### src/rtl/tspat_pkg.sv
package tspat_pkg;

   localparam int PID_W = 13;
   localparam int CNT_W = 8;
   localparam int HDR_W = 38;
   localparam int POS_W = 12;

   localparam logic [12:0] NIT_PID_RESET = 13'h0010;
   localparam logic [7:0]  PAT_TABLE_ID  = 8'h00;
   localparam logic [11:0] MIN_SECT_LEN  = 12'd9;
   localparam logic [11:0] HEAD_BYTES    = 12'd5;
   localparam logic [11:0] CRC_BYTES     = 12'd4;

   localparam logic [2:0] RSN_NONE     = 3'd0;
   localparam logic [2:0] RSN_TABLE_ID = 3'd1;
   localparam logic [2:0] RSN_SYNTAX   = 3'd2;
   localparam logic [2:0] RSN_ZERO    = 3'd3;
   localparam logic [2:0] RSN_FULL     = 3'd4;

   typedef enum logic [1:0] {
      KIND_ENTRY = 2'd0,
      KIND_DONE  = 2'd1,
      KIND_REJECT = 2'd2,
      KIND_QUERY = 2'd3
   } kind_type;

   typedef enum logic [1:0] {
      PH_IDLE = 2'd0,
      PH_HEAD = 2'd1,
      PH_BODY = 2'd2
   } phase_type;

   // lookup beat walking down the entry chain
   typedef struct packed {
      logic             valid;
      logic [CNT_W-1:0] remaining;
      logic [PID_W-1:0] pid;
      logic             found;
   } tok_type;

endpackage

### src/rtl/tspat_cell.sv
module tspat_cell
   import tspat_pkg::*;
(
   input  logic             clock,
   input  logic             reset,
   input  logic             shift_en,
   input  logic [PID_W-1:0] pid_prev,
   output logic [PID_W-1:0] pid_next,
   input  tok_type          tok_prev,
   output tok_type          tok_next
);

   logic [PID_W-1:0] pid_ff, pid_in;
   tok_type          tok_ff, tok_in;
   logic             hit;

   assign hit = (tok_prev.remaining != '0) && (pid_ff == tok_prev.pid);

   always_comb begin
      pid_in = shift_en ? pid_prev : pid_ff;
      tok_in = tok_prev;
      tok_in.found = tok_prev.found | hit;
      if (tok_prev.remaining != '0) begin
         tok_in.remaining = tok_prev.remaining - CNT_W'(1);
      end
   end

   always_ff @(posedge clock) begin
      pid_ff <= pid_in;
   end

   always_ff @(posedge clock) begin
      if (reset) begin
         tok_ff.valid <= 1'b0;
      end else begin
         tok_ff <= tok_in;
      end
   end

   assign pid_next = pid_ff;
   assign tok_next = tok_ff;

endmodule

### src/rtl/ts_pat_section_parser.sv
// PAT section parser with a program table held in a chain of entry cells.
// Input channel: drive start high with req_* for one cycle; the beat is
// taken when start is high and busy is low. req_action 0 carries one
// section byte (req_start_of_section marks the table id byte), 1 asks
// whether req_query_pid is held in the program table.
// Result channel: rsp_valid strobes for one cycle with all rsp_* fields;
// the receiver cannot stall, so every result must be taken when shown.
// Section bytes: the result, if any, appears the cycle after the beat and
// busy never rises, so one byte can be taken in every cycle unless a query
// holds busy high. Queries: the lookup beat walks the MAX_PROGRAMS cells
// one per cycle; busy stays high until it leaves the last cell, and the
// answer strobes in the same cycle that busy falls.
// Stored entries enter at the head of the chain and shift one cell along
// on each store.
// Reset: synchronous, active high; parser goes idle, the table is empty,
// the NIT PID returns to 0x0010. Cell contents are not cleared; the
// entry count bounds every lookup.
module ts_pat_section_parser
   import tspat_pkg::*;
#(
   parameter int MAX_PROGRAMS = 64
)
(
   input  logic        clock,
   input  logic        reset,
   input  logic        start,
   output logic        busy,
   input  logic        req_action,
   input  logic [7:0]  req_data_byte,
   input  logic        req_start_of_section,
   input  logic [12:0] req_query_pid,
   output logic        rsp_valid,
   output logic [1:0]  rsp_result_kind,
   output logic [15:0] rsp_program_number,
   output logic [12:0] rsp_pid,
   output logic        rsp_is_pmt,
   output logic [2:0]  rsp_reject_reason,
   output logic        rsp_section_valid,
   output logic [15:0] rsp_stream_id,
   output logic [4:0]  rsp_version,
   output logic        rsp_current_next,
   output logic [7:0]  rsp_section_index,
   output logic [7:0]  rsp_last_section_index,
   output logic [31:0] rsp_crc_word
);

   localparam int CW = $clog2(MAX_PROGRAMS + 1);

   // parser state
   phase_type        phase_ff, phase_in;
   logic [POS_W-1:0] pos_ff, pos_in;
   logic [11:0]      len_ff, len_in;
   logic [HDR_W-1:0] hdr_ff, hdr_in;
   logic [31:0]      ent_ff, ent_in;
   logic [31:0]      crc_ff, crc_in;
   logic [CW-1:0]    cnt_ff, cnt_in;
   logic [PID_W-1:0] nit_ff, nit_in;
   logic             busy_ff, busy_in;

   // result registers
   logic        rv_ff, rv_in;
   kind_type    kind_ff, kind_in;
   logic [15:0] prog_ff, prog_in;
   logic [12:0] pid_ff, pid_in;
   logic        pmt_ff, pmt_in;
   logic [2:0]  rsn_ff, rsn_in;
   logic        sv_ff, sv_in;
   logic [15:0] sid_ff, sid_in;
   logic [4:0]  ver_ff, ver_in;
   logic        cn_ff, cn_in;
   logic [7:0]  sec_ff, sec_in;
   logic [7:0]  lsec_ff, lsec_in;
   logic [31:0] crcw_ff, crcw_in;

   logic             accept, byte_acc, qry_acc;
   phase_type        ph_cur;
   logic [POS_W-1:0] pos_cur;
   logic [11:0]      len_cur, leff, ent_end, crc_first;
   logic [HDR_W-1:0] hdr_cur;
   logic [31:0]      ent_cur, crc_cur, ent_new, crc_new;
   logic [7:0]       b;
   logic             in_head, in_body;
   logic             hd_rej, hd_last;
   logic [2:0]       hd_rsn;
   logic             is_hdr, is_ent, ent_fin, is_crc, is_done;
   logic             room, store;
   logic [15:0]      new_prog;
   logic [12:0]      new_pid;

   tok_type          tok_chain [0:MAX_PROGRAMS];
   logic [PID_W-1:0] pid_chain [0:MAX_PROGRAMS-1];
   logic [MAX_PROGRAMS-1:0] tok_vld;

   assign accept   = start & ~busy_ff;
   assign byte_acc = accept & ~req_action;
   assign qry_acc  = accept & req_action;
   assign b        = req_data_byte;

   // a start of section restarts the section state from a clean header
   assign ph_cur  = req_start_of_section ? PH_HEAD : phase_ff;
   assign pos_cur = req_start_of_section ? '0 : pos_ff;
   assign len_cur = req_start_of_section ? '0 : len_ff;
   assign hdr_cur = req_start_of_section ? '0 : hdr_ff;
   assign ent_cur = req_start_of_section ? '0 : ent_ff;
   assign crc_cur = req_start_of_section ? '0 : crc_ff;

   assign in_head = byte_acc && (ph_cur == PH_HEAD);
   assign in_body = byte_acc && (ph_cur == PH_BODY);

   always_comb begin
      hd_rsn = RSN_NONE;
      if (pos_cur == POS_W'(0)) begin
         if (b != PAT_TABLE_ID) hd_rsn = RSN_TABLE_ID;
      end else if (pos_cur == POS_W'(1)) begin
         if (!b[7]) hd_rsn = RSN_SYNTAX;
         else if (b[6]) hd_rsn = RSN_ZERO;
      end
   end
   assign hd_rej  = in_head && (hd_rsn != RSN_NONE);
   assign hd_last = in_head && (pos_cur != POS_W'(0)) && (pos_cur != POS_W'(1));

   // body layout: five header bytes, whole entries, skipped remainder, crc
   assign leff      = (len_cur < MIN_SECT_LEN) ? MIN_SECT_LEN : len_cur;
   assign ent_end   = HEAD_BYTES + ((leff - MIN_SECT_LEN) & ~12'd3);
   assign crc_first = leff - CRC_BYTES;

   assign is_hdr  = in_body && (pos_cur < HEAD_BYTES);
   assign is_ent  = in_body && !is_hdr && (pos_cur < ent_end);
   assign ent_fin = is_ent && (pos_cur[1:0] == 2'd0);
   assign is_crc  = in_body && !is_hdr && !is_ent && (pos_cur >= crc_first);
   assign is_done = is_crc && (pos_cur == leff - 12'd1);

   assign ent_new  = {ent_cur[23:0], b};
   assign crc_new  = {crc_cur[23:0], b};
   assign new_prog = ent_new[31:16];
   assign new_pid  = ent_new[12:0];
   assign room     = cnt_ff < CW'(MAX_PROGRAMS);
   assign store    = ent_fin && room;

   // next state
   always_comb begin
      phase_in = phase_ff;
      if (byte_acc) begin
         phase_in = ph_cur;
         if (hd_rej || is_done) phase_in = PH_IDLE;
         else if (hd_last) phase_in = PH_BODY;
      end
   end

   // datapath and results
   always_comb begin
      pos_in  = pos_ff;
      len_in  = len_ff;
      hdr_in  = hdr_ff;
      ent_in  = ent_ff;
      crc_in  = crc_ff;
      cnt_in  = cnt_ff;
      nit_in  = nit_ff;
      busy_in = busy_ff;

      rv_in   = 1'b0;
      kind_in = KIND_ENTRY;
      prog_in = '0;
      pid_in  = '0;
      pmt_in  = 1'b0;
      rsn_in  = RSN_NONE;
      sv_in   = 1'b0;
      sid_in  = '0;
      ver_in  = '0;
      cn_in   = 1'b0;
      sec_in  = '0;
      lsec_in = '0;
      crcw_in = '0;

      if (byte_acc) begin
         pos_in = pos_cur;
         len_in = len_cur;
         hdr_in = hdr_cur;
         ent_in = ent_cur;
         crc_in = crc_cur;
      end

      if (in_head) begin
         if (hd_rej) begin
            rv_in   = 1'b1;
            kind_in = KIND_REJECT;
            rsn_in  = hd_rsn;
         end else if (pos_cur == POS_W'(0)) begin
            pos_in = POS_W'(1);
         end else if (pos_cur == POS_W'(1)) begin
            len_in = {b[3:0], 8'h00};
            pos_in = POS_W'(2);
         end else begin
            len_in = len_cur | {4'h0, b};
            pos_in = '0;
         end
      end

      if (in_body) begin
         pos_in = pos_cur + POS_W'(1);
      end
      if (is_hdr) begin
         if (pos_cur == POS_W'(2)) hdr_in = {hdr_cur[HDR_W-7:0], b[5:0]};
         else hdr_in = {hdr_cur[HDR_W-9:0], b};
      end
      if (is_ent) begin
         ent_in = ent_new;
      end
      if (ent_fin) begin
         rv_in   = 1'b1;
         kind_in = KIND_ENTRY;
         prog_in = new_prog;
         pid_in  = new_pid;
         if (room) cnt_in = cnt_ff + CW'(1);
         else rsn_in = RSN_FULL;
         if (new_prog == 16'h0000) nit_in = new_pid;
      end
      if (is_crc) begin
         crc_in = crc_new;
      end
      if (is_done) begin
         rv_in   = 1'b1;
         kind_in = KIND_DONE;
         pid_in  = nit_ff;
         sv_in   = (len_cur[11:10] == 2'b00) && (hdr_cur[15:8] == 8'h00);
         sid_in  = hdr_cur[37:22];
         ver_in  = hdr_cur[21:17];
         cn_in   = hdr_cur[16];
         sec_in  = hdr_cur[15:8];
         lsec_in = hdr_cur[7:0];
         crcw_in = crc_new;
      end

      if (qry_acc) begin
         busy_in = 1'b1;
      end else if (tok_chain[MAX_PROGRAMS].valid) begin
         busy_in = 1'b0;
         rv_in   = 1'b1;
         kind_in = KIND_QUERY;
         pid_in  = tok_chain[MAX_PROGRAMS].pid;
         pmt_in  = tok_chain[MAX_PROGRAMS].found;
      end
   end

   always_ff @(posedge clock) begin
      if (reset) begin
         phase_ff <= PH_IDLE;
         pos_ff   <= '0;
         len_ff   <= '0;
         hdr_ff   <= '0;
         ent_ff   <= '0;
         crc_ff   <= '0;
         cnt_ff   <= '0;
         nit_ff   <= NIT_PID_RESET;
         busy_ff  <= 1'b0;
         rv_ff    <= 1'b0;
      end else begin
         phase_ff <= phase_in;
         pos_ff   <= pos_in;
         len_ff   <= len_in;
         hdr_ff   <= hdr_in;
         ent_ff   <= ent_in;
         crc_ff   <= crc_in;
         cnt_ff   <= cnt_in;
         nit_ff   <= nit_in;
         busy_ff  <= busy_in;
         rv_ff    <= rv_in;
      end
   end

   always_ff @(posedge clock) begin
      kind_ff <= kind_in;
      prog_ff <= prog_in;
      pid_ff  <= pid_in;
      pmt_ff  <= pmt_in;
      rsn_ff  <= rsn_in;
      sv_ff   <= sv_in;
      sid_ff  <= sid_in;
      ver_ff  <= ver_in;
      cn_ff   <= cn_in;
      sec_ff  <= sec_in;
      lsec_ff <= lsec_in;
      crcw_ff <= crcw_in;
   end

   // lookup beat enters cell 0 carrying the entry count
   assign tok_chain[0] = '{valid: qry_acc, remaining: CNT_W'(cnt_ff),
                           pid: req_query_pid, found: 1'b0};

   genvar gi;
   generate
      for (gi = 0; gi < MAX_PROGRAMS; gi++) begin : g_cell
         logic [PID_W-1:0] pid_src;
         if (gi == 0) begin : g_head
            assign pid_src = new_pid;
         end else begin : g_link
            assign pid_src = pid_chain[gi-1];
         end
         tspat_cell u_cell (
            .clock    (clock),
            .reset    (reset),
            .shift_en (store),
            .pid_prev (pid_src),
            .pid_next (pid_chain[gi]),
            .tok_prev (tok_chain[gi]),
            .tok_next (tok_chain[gi+1])
         );
         assign tok_vld[gi] = tok_chain[gi+1].valid;
      end
   endgenerate

   assign busy                   = busy_ff;
   assign rsp_valid              = rv_ff;
   assign rsp_result_kind        = kind_ff;
   assign rsp_program_number     = prog_ff;
   assign rsp_pid                = pid_ff;
   assign rsp_is_pmt             = pmt_ff;
   assign rsp_reject_reason      = rsn_ff;
   assign rsp_section_valid      = sv_ff;
   assign rsp_stream_id          = sid_ff;
   assign rsp_version            = ver_ff;
   assign rsp_current_next       = cn_ff;
   assign rsp_section_index      = sec_ff;
   assign rsp_last_section_index = lsec_ff;
   assign rsp_crc_word           = crcw_ff;

   a_one_lookup: assert property (@(posedge clock) disable iff (reset)
      $onehot0(tok_vld))
      else $error("more than one lookup in the chain");

   a_count_cap: assert property (@(posedge clock) disable iff (reset)
      cnt_ff <= CW'(MAX_PROGRAMS))
      else $error("entry count beyond capacity");

   a_lookup_busy: assert property (@(posedge clock) disable iff (reset)
      ($countones(tok_vld) != 0) |-> busy_ff)
      else $error("lookup in flight while not busy");

   a_query_rsp: assert property (@(posedge clock) disable iff (reset)
      (rv_ff && kind_ff == KIND_QUERY) |-> $past(busy_ff))
      else $error("query answer without a lookup");

   a_idle_quiet: assert property (@(posedge clock) disable iff (reset)
      (byte_acc && !req_start_of_section && phase_ff == PH_IDLE) |=> !rv_ff)
      else $error("result from a byte outside any section");

endmodule

### config.mk
export PLATFORM = sky130hd
export DESIGN_NAME = ts_pat_section_parser
export DESIGN_NICKNAME = d
export VERILOG_FILES = /design/src/rtl/tspat_pkg.sv /design/src/rtl/tspat_cell.sv /design/src/rtl/ts_pat_section_parser.sv
export SDC_FILE = /design/constraint.sdc
export NUM_CORES = 2
export LEC_CHECK = 0
export BUFFER_PORTS_ARGS = -buffer_cell sky130_fd_sc_hd__buf_2
export CORE_MARGIN = 1
export CORE_UTILIZATION = 60
export DETAILED_ROUTE_END_ITERATION = 8
export GPL_TIMING_DRIVEN = 0
export PLACE_DENSITY = 0.81
export SLEW_MARGIN = 20
export SYNTH_ARGS = -nofsm -noshare
export SYNTH_HDL_FRONTEND = slang
export SYNTH_SLANG_ARGS = --single-unit
### constraint.sdc
create_clock -name clock -period 81.3 [get_ports clock]
set_input_delay 4.065 -clock clock [delete_from_list [all_inputs] [get_ports clock]]
set_output_delay 4.065 -clock clock [all_outputs]
set_load 0.005 [all_outputs]
## Word level (Yosys, flattened, before mapping)

Index checks and enable logic that the tools add are counted.

- Word-level logic and storage cells: 833
- Bits in registers: 2536
- Input bits: 26
- Output and inout port bits: 108

- Add/subtract/negate cells: 69
- Reductions and logical operators: 160
- Magnitude comparators: 5
- Bitwise gates (word level): 70
- Muxes and demuxes: 117
- Equality and inequality tests: 70

Operator list:

| operator | count |
|---|---|
| $eq A13 B13 Y1 | 64 |
| $reduce_bool A8 Y1 | 65 |
| $mux W8 | 62 |
| $sub A8 B1 Y8 const B | 62 |
| $mux W38 | 4 |
| $mux W12 | 12 |
| $mux W24 | 6 |
| $logic_and A1 B1 Y1 | 78 |
| $or A1 B1 Y1 | 63 |
| $mux W13 | 4 |
| $mux W2 | 14 |
| $logic_not A16 Y1 | 1 |
| $mux W3 | 5 |
| $add A12 B1 Y12 const B | 1 |
| $add A3 B12 Y12 const A | 1 |
| $eq A12 B1 Y1 const B | 1 |
| $eq A12 B12 Y1 | 1 |
| $eq A12 B2 Y1 const B | 1 |
| $ge A12 B12 Y1 | 1 |
| $logic_not A12 Y1 | 1 |
| $lt A12 B12 Y1 | 1 |
| $lt A12 B3 Y1 const B | 1 |
| $lt A12 B4 Y1 const B | 1 |
| $ne A12 B1 Y1 const B | 1 |
| 22 further kinds | 40 |

## Depth between registers and ports, before layout

- Word-level depth: 15
- Gate-level depth with buffers: 24
- Depth with buffers taken out: 20

## Modules after synthesis

From an unflattened synthesis, not the netlist that was laid out.

- Cells, all modules: 6542
- Area, all modules: 102902.4 sq um

Modules (own cells, without submodules):

| module | instances | area each (sq um) | seq. area each (sq um) | cells each |
|---|---|---|---|---|
| tspat_cell | 64 | 1447.6 | 1071.0 | 85 |
| ts_pat_section_parser | 1 | 10253.6 | 4804.6 | 1102 |

## Least setup slack after synthesis

No wires, ideal clock.

- Path type: input to register
- Start: in req_start_of_section
- End: reg cnt_ff[1]
- Path slack: 13856 ps
- Path buffers: 5
- Arrival: 67261 ps
- Cell stages on the path: 23
- Data required time: 81116 ps
- Setup time: 184 ps
- Path through: clkbuf_1 buf_1 buf_1 buf_1 nor2_1 a21boi_0 ha_1 nor2b_1 a211o_1 xor2_1 or3_1 nor4_1 nand3_1 xor2_1 ha_1 o21a_1 and3_1 o211ai_1 nand4bb_1 clkbuf_1 nor3_1 mux2i_1 nor2_1

- Cells in the longest elaborated chain, start to end: 9
- Elaborated cells on any way between the ends: 18
- Those cells by class: add/sub (2); order compare (3); eq/ne (1); mux (4); reduce/logical (8)

Ends and longest elaborated chain:

| element | line | text |
|---|---|---|
| from (decl) | ts_pat_section_parser.sv:30 | `input logic req_start_of_section,` |
| $mux W12 / $mux W2 (equally long branches) | ts_pat_section_parser.sv:102, ts_pat_section_parser.sv:100 |  |
| $lt A12 B4 Y1 / $eq A2 B2 Y1 (equally long branches) | ts_pat_section_parser.sv:123, ts_pat_section_parser.sv:108 |  |
| $mux W12 / $logic_and A1 B1 Y1 (equally long branches) | ts_pat_section_parser.sv:123, ts_pat_section_parser.sv:108 |  |
| $sub A12 B4 Y12 / $logic_and A1 B1 Y1 (equally long branches) | ts_pat_section_parser.sv:124, ts_pat_section_parser.sv:127 |  |
| $add A3 B12 Y12 / $logic_not A1 Y1 (equally long branches) | ts_pat_section_parser.sv:124, ts_pat_section_parser.sv:128 |  |
| $lt A12 B12 Y1 / $logic_and A1 B1 Y1 (equally long branches) | ts_pat_section_parser.sv:128 | `assign is_ent = in_body && !is_hdr && (pos_cur < ent_end);` |
| $logic_and A1 B1 Y1 | ts_pat_section_parser.sv:128 |  |
| $logic_and A1 B1 Y1 * | ts_pat_section_parser.sv:129 | `assign ent_fin = is_ent && (pos_cur[1:0] == 2'd0);` |
| $reduce_and A2 Y1 (no line) * | n/a |  |
| to (signal assigned) | ts_pat_section_parser.sv:264 | `cnt_ff <= cnt_in;` |
| to (decl) | ts_pat_section_parser.sv:56 | `logic [CW-1:0] cnt_ff, cnt_in;` |

Mark *: on every way between the ends. The rest lies on a longest branch, timed or not.
A chain may end at the register's enable or synchronous reset.

## Worst setup path in the final report

- Start: in req_start_of_section
- End: reg g_cell[45].u_cell.pid_ff[12], enable pin

- Cells in the longest elaborated chain, start to end: 9
- Elaborated cells on any way between the ends: 18
- Those cells by class: add/sub (2); order compare (3); eq/ne (1); mux (4); reduce/logical (8)

Ends and longest elaborated chain:

| element | line | text |
|---|---|---|
| $mux W12 / $mux W2 (equally long branches) | ts_pat_section_parser.sv:102, ts_pat_section_parser.sv:100 |  |
| $lt A12 B4 Y1 / $eq A2 B2 Y1 (equally long branches) | ts_pat_section_parser.sv:123, ts_pat_section_parser.sv:108 |  |
| $mux W12 / $logic_and A1 B1 Y1 (equally long branches) | ts_pat_section_parser.sv:123, ts_pat_section_parser.sv:108 |  |
| $sub A12 B4 Y12 / $logic_and A1 B1 Y1 (equally long branches) | ts_pat_section_parser.sv:124, ts_pat_section_parser.sv:127 |  |
| $add A3 B12 Y12 / $logic_not A1 Y1 (equally long branches) | ts_pat_section_parser.sv:124, ts_pat_section_parser.sv:128 |  |
| $lt A12 B12 Y1 / $logic_and A1 B1 Y1 (equally long branches) | ts_pat_section_parser.sv:128 |  |
| $logic_and A1 B1 Y1 | ts_pat_section_parser.sv:128 |  |
| $logic_and A1 B1 Y1 * | ts_pat_section_parser.sv:129 |  |
| $logic_and A1 B1 Y1 * | ts_pat_section_parser.sv:138 | `assign store = ent_fin && room;` |
| via g_cell[0].u_cell.shift_en | tspat_cell.sv:6 | `input logic shift_en,` |
| to (signal assigned) | tspat_cell.sv:29 | `pid_ff <= pid_in;` |
| to (decl) | tspat_cell.sv:13 | `logic [PID_W-1:0] pid_ff, pid_in;` |

The timed path passes the listed nets; every way through them passes the cells marked *.

==> impl_metrics.json <==
{
  "overflow": 0,
  "place_ws_ps": 67320,
  "placed_cells": 8975,
  "grt_first_pass_wirelength_um": 300700,
  "die_x_um": 409.8,
  "post-route-period-util_pct": 16.32,
  "ys_top_cells_by_area": "edfxtp_1 67%, dfxtp_1 6.1%, xnor2_1 5.7%",
  "slew-limit-headroom_pct": 23.84,
  "setup_viol": 0,
  "layout.nets": 7200,
  "clk_latency_ps": 860,
  "fin_crit_ps": 13270,
  "grt_use_total_pct": 22.96,
  "synth_nets": 6709,
  "die-area_um2": 168000,
  "portBuffers": 132,
  "synth_area_per_cell_um2": 15.30,
  "synth_cell_type_count": 71,
  "wire_per_inst_um": 20.59,
  "syn_inst": 6525,
  "routed_wl_um": 193600,
  "antenna_found_initial": 7,
  "synth_enable_flop_cells": 2232,
  "crit-reg2reg-launch": "len_ff[7]",
  "slowest_stage": "nor3_2",
  "crit_path_end_kind": "flop",
  "cts.repair.resized": 0,
  "cp-endpoint": "g_cell[45].u_cell.pid_next[12]",
  "maxCapViolations": 0,
  "synth_seq_cells": 2536,
  "hpwlAfterDp_um": 130300,
  "htreeDepth": 4,
  "clockBufferDepth": 3,
  "grt_max_degree": 58,
  "io_pins": 134,
  "synth_flop_cell": "edfxtp_1",
  "fp.dieH_um": 409.8,
  "cts_tree": "yes",
  "worst_slew_pin_slew_ps": 1140,
  "cts.sinks": 2536,
  "drc": 0,
  "cp.arrival_ps": 13830,
  "outcome": "finished clean",
  "nFillCells": 9943,
  "yosysTopAreaCell": "edfxtp_1",
  "worstPathMaxFanout": 11,
  "drive_gt1_share_pct": 9.179,
  "drt_first_pass_iters": 6,
  "yosysWarnings": 0,
  "num_rows": 149,
  "via_per_inst": 5.675,
  "post_cts_buffers": 0,
  "gp_congestion": 0.9082,
  "ant_nets": 0,
  "synth_async_sr_flop_share_pct": 0,
  "start_util_pct": 60.49,
  "rsz0062_at_grt": "false",
  "hold_viol_final": 0,
  "grt_pass1_vias": 54860,
  "r2r_cells": 38,
  "powerDensity_nw_per_um2": 24.32,
  "finalNonFillerCells": 9403,
  "hold_buffers": 0,
  "core-area_um2": 165000,
  "numCtsBuffers": 228,
  "total_power_uw": 2742,
  "ir_worst_vdd_v": 0.00002458,
  "root_buffer": "clkbuf_16",
  "cts.clk_slew.worst_paths_ps": 70,
  "p_leak_uw": 0.03842,
  "syn_area_um2": 99800,
  "hp-class": "flop to flop",
  "syn2layout_area_growth_pct": 12.99,
  "r2r-end": "g_cell[45].u_cell.pid_next[12]",
  "crit_path_start": "req_start_of_section",
  "clock_skew_ps": 49.41,
  "yosysTopAreaCellShare_pct": 67.16,
  "drtIter0Drc": 4478,
  "yosysSeqAreaShare_pct": 73.26,
  "finalMaxSlewViolations": 0,
  "path_class": "input pin to flop",
  "vias": 53370,
  "cpMostUsedCell": "buf_4",
  "max_freq_ghz": 0.07535,
  "fin_ws_ps": 68030,
  "worstPathRequired_ps": 81860,
  "rrSetupSlack_ps": 71570,
  "max_stage_delay_ps": 570,
  "tns_ps": 0,
  "cp-start-kind": "input pin",
  "whs_ps": 437.4
}
## registers in the layout, indices dropped and copies added, names as in the netlist, 5 cells and up
signal,count
len_ff,12
ent_ff,24
hdr_ff,38
rsp_stream_id,16
nit_ff,13
crc_ff,24
rsp_section_index,8
g_cell.u_cell.pid_next,832
pos_ff,12
rsp_program_number,16
rsp_last_section_index,8
cnt_ff,7
rsp_pid,13
g_cell.u_cell.tok_next,1464
rsp_crc_word,32
rsp_version,5
## worst min path at each step
stage / startpoint / cells past startpoint / endpoint
5_1_grt: g_cell[27].u_cell.tok_next[1] / 0 / g_cell[28].u_cell.tok_next[1]
2_1_floorplan: g_cell[9].u_cell.tok_next[22] / 1 / g_cell[10].u_cell.tok_next[22]
3_5_place_dp: g_cell[12].u_cell.tok_next[22] / 1 / g_cell[13].u_cell.tok_next[22]
3_3_place_gp: g_cell[24].u_cell.tok_next[22] / 1 / g_cell[25].u_cell.tok_next[22]
4_1_cts: g_cell[42].u_cell.tok_next[22] / 1 / g_cell[43].u_cell.tok_next[22]
6_report: g_cell[16].u_cell.tok_next[22] / 1 / g_cell[17].u_cell.tok_next[22]
## layout make-up
type	count	area [µm²]	area share, %
well taps	2189	2739	2.429
diodes	2	5.005	0.004438
inverters	175	656.9	0.5825
clock inverters	144	1804	1.600
clock buffers	282	6013	5.333
multi-input cells	3706	25720	22.81
plain buffers	108	476.7	0.4227
flip-flops and latches	2536	73110	64.83
repair buffers	261	2241	1.987
## report_power, final
group	internal (µW)	total (µW)	switching (µW)
logic	48.8	113	64.5
clock network	639	1110	472
registers	1470	1520	44.5
total	2160	2740	581
## worst max-delay path, delay by kind of cell
family	cells	cell delay [ps]
buf+inv	23	6030
compound gates	4	610
simple gates	8	2050
fa+ha+maj	2	630
xor+xnor	2	420
## stage by stage
step           util [%]  cell area [µm²]
2_1_floorplan         -            99800
3_3_place_gp      62.55           103200
3_5_place_dp      63.58           104900
4_1_cts           68.32           112700
5_1_grt           68.35           112800
6_report          68.35           112800
## Yosys cell counts, types with 6 or more instances
cell type,n
a211oi_1,8
a21o_1,50
a21oi_1,107
a22oi_1,26
a31oi_1,31
a32o_1,14
and2_1,74
and3_1,32
buf_2,9
buf_6,7
clkbuf_1,86
dfxtp_1,304
edfxtp_1,2232
ha_1,158
inv_1,174
mux2_2,20
mux2i_1,64
nand2_1,317
nand2b_1,61
nand3_1,24
nand3b_1,25
nand4_1,139
nor2_1,554
nor2b_1,87
nor3_1,161
nor3b_1,28
nor4_1,190
nor4b_1,62
o21a_1,6
o21ai_0,75
o21bai_1,60
or3_1,36
or4_1,22
xnor2_1,652
xor2_1,564
## placed cells by master (no fill, tap or decap), types with 75 or more instances in the layout
| cell type | netlist | final |
|---|---|---|
| nor3_1 | 161 | 160 |
| dfxtp_1 | 304 | 304 |
| clkbuf_16 | 0 | 232 |
| nand4_1 | 139 | 139 |
| o21ai_0 | 75 | 75 |
| inv_1 | 174 | 174 |
| buf_4 | 1 | 75 |
| xnor2_1 | 652 | 652 |
| a21oi_1 | 107 | 107 |
| buf_2 | 9 | 142 |
| nand2_1 | 317 | 317 |
| ha_1 | 158 | 158 |
| nor2_1 | 554 | 554 |
| edfxtp_1 | 2232 | 2232 |
| nor2b_1 | 87 | 87 |
| xor2_1 | 564 | 564 |
| clkbuf_1 | 86 | 133 |
| nor4_1 | 190 | 189 |
## layer usage
| layer | track usage, % | share of wire, % | vias to the layer above |
|---|---|---|---|
| met3 | 3.671 | 5.6 | 287 |
| met1 | 28.19 | 38 | 26660 |
| met4 | 5.887 | 2.0 | 0 |
| met2 | 42.02 | 54 | 1609 |
| met5 | 0 | 0 | - |
| li1 | - | - | 24810 |
## cells by family after synthesis
| logic type | synth area share (%) |
|---|---|
| xor gates and xnor gates | 10.67 |
| DFF | 73.26 |
| buffers and inverters | 1.132 |
| AOI/OAI and AO/OA | 2.766 |
| muxes | 0.8676 |
| adders and majority gates | 1.981 |
| and+or+nand+nor | 9.326 |
Power figures use the tool's default switching activity.
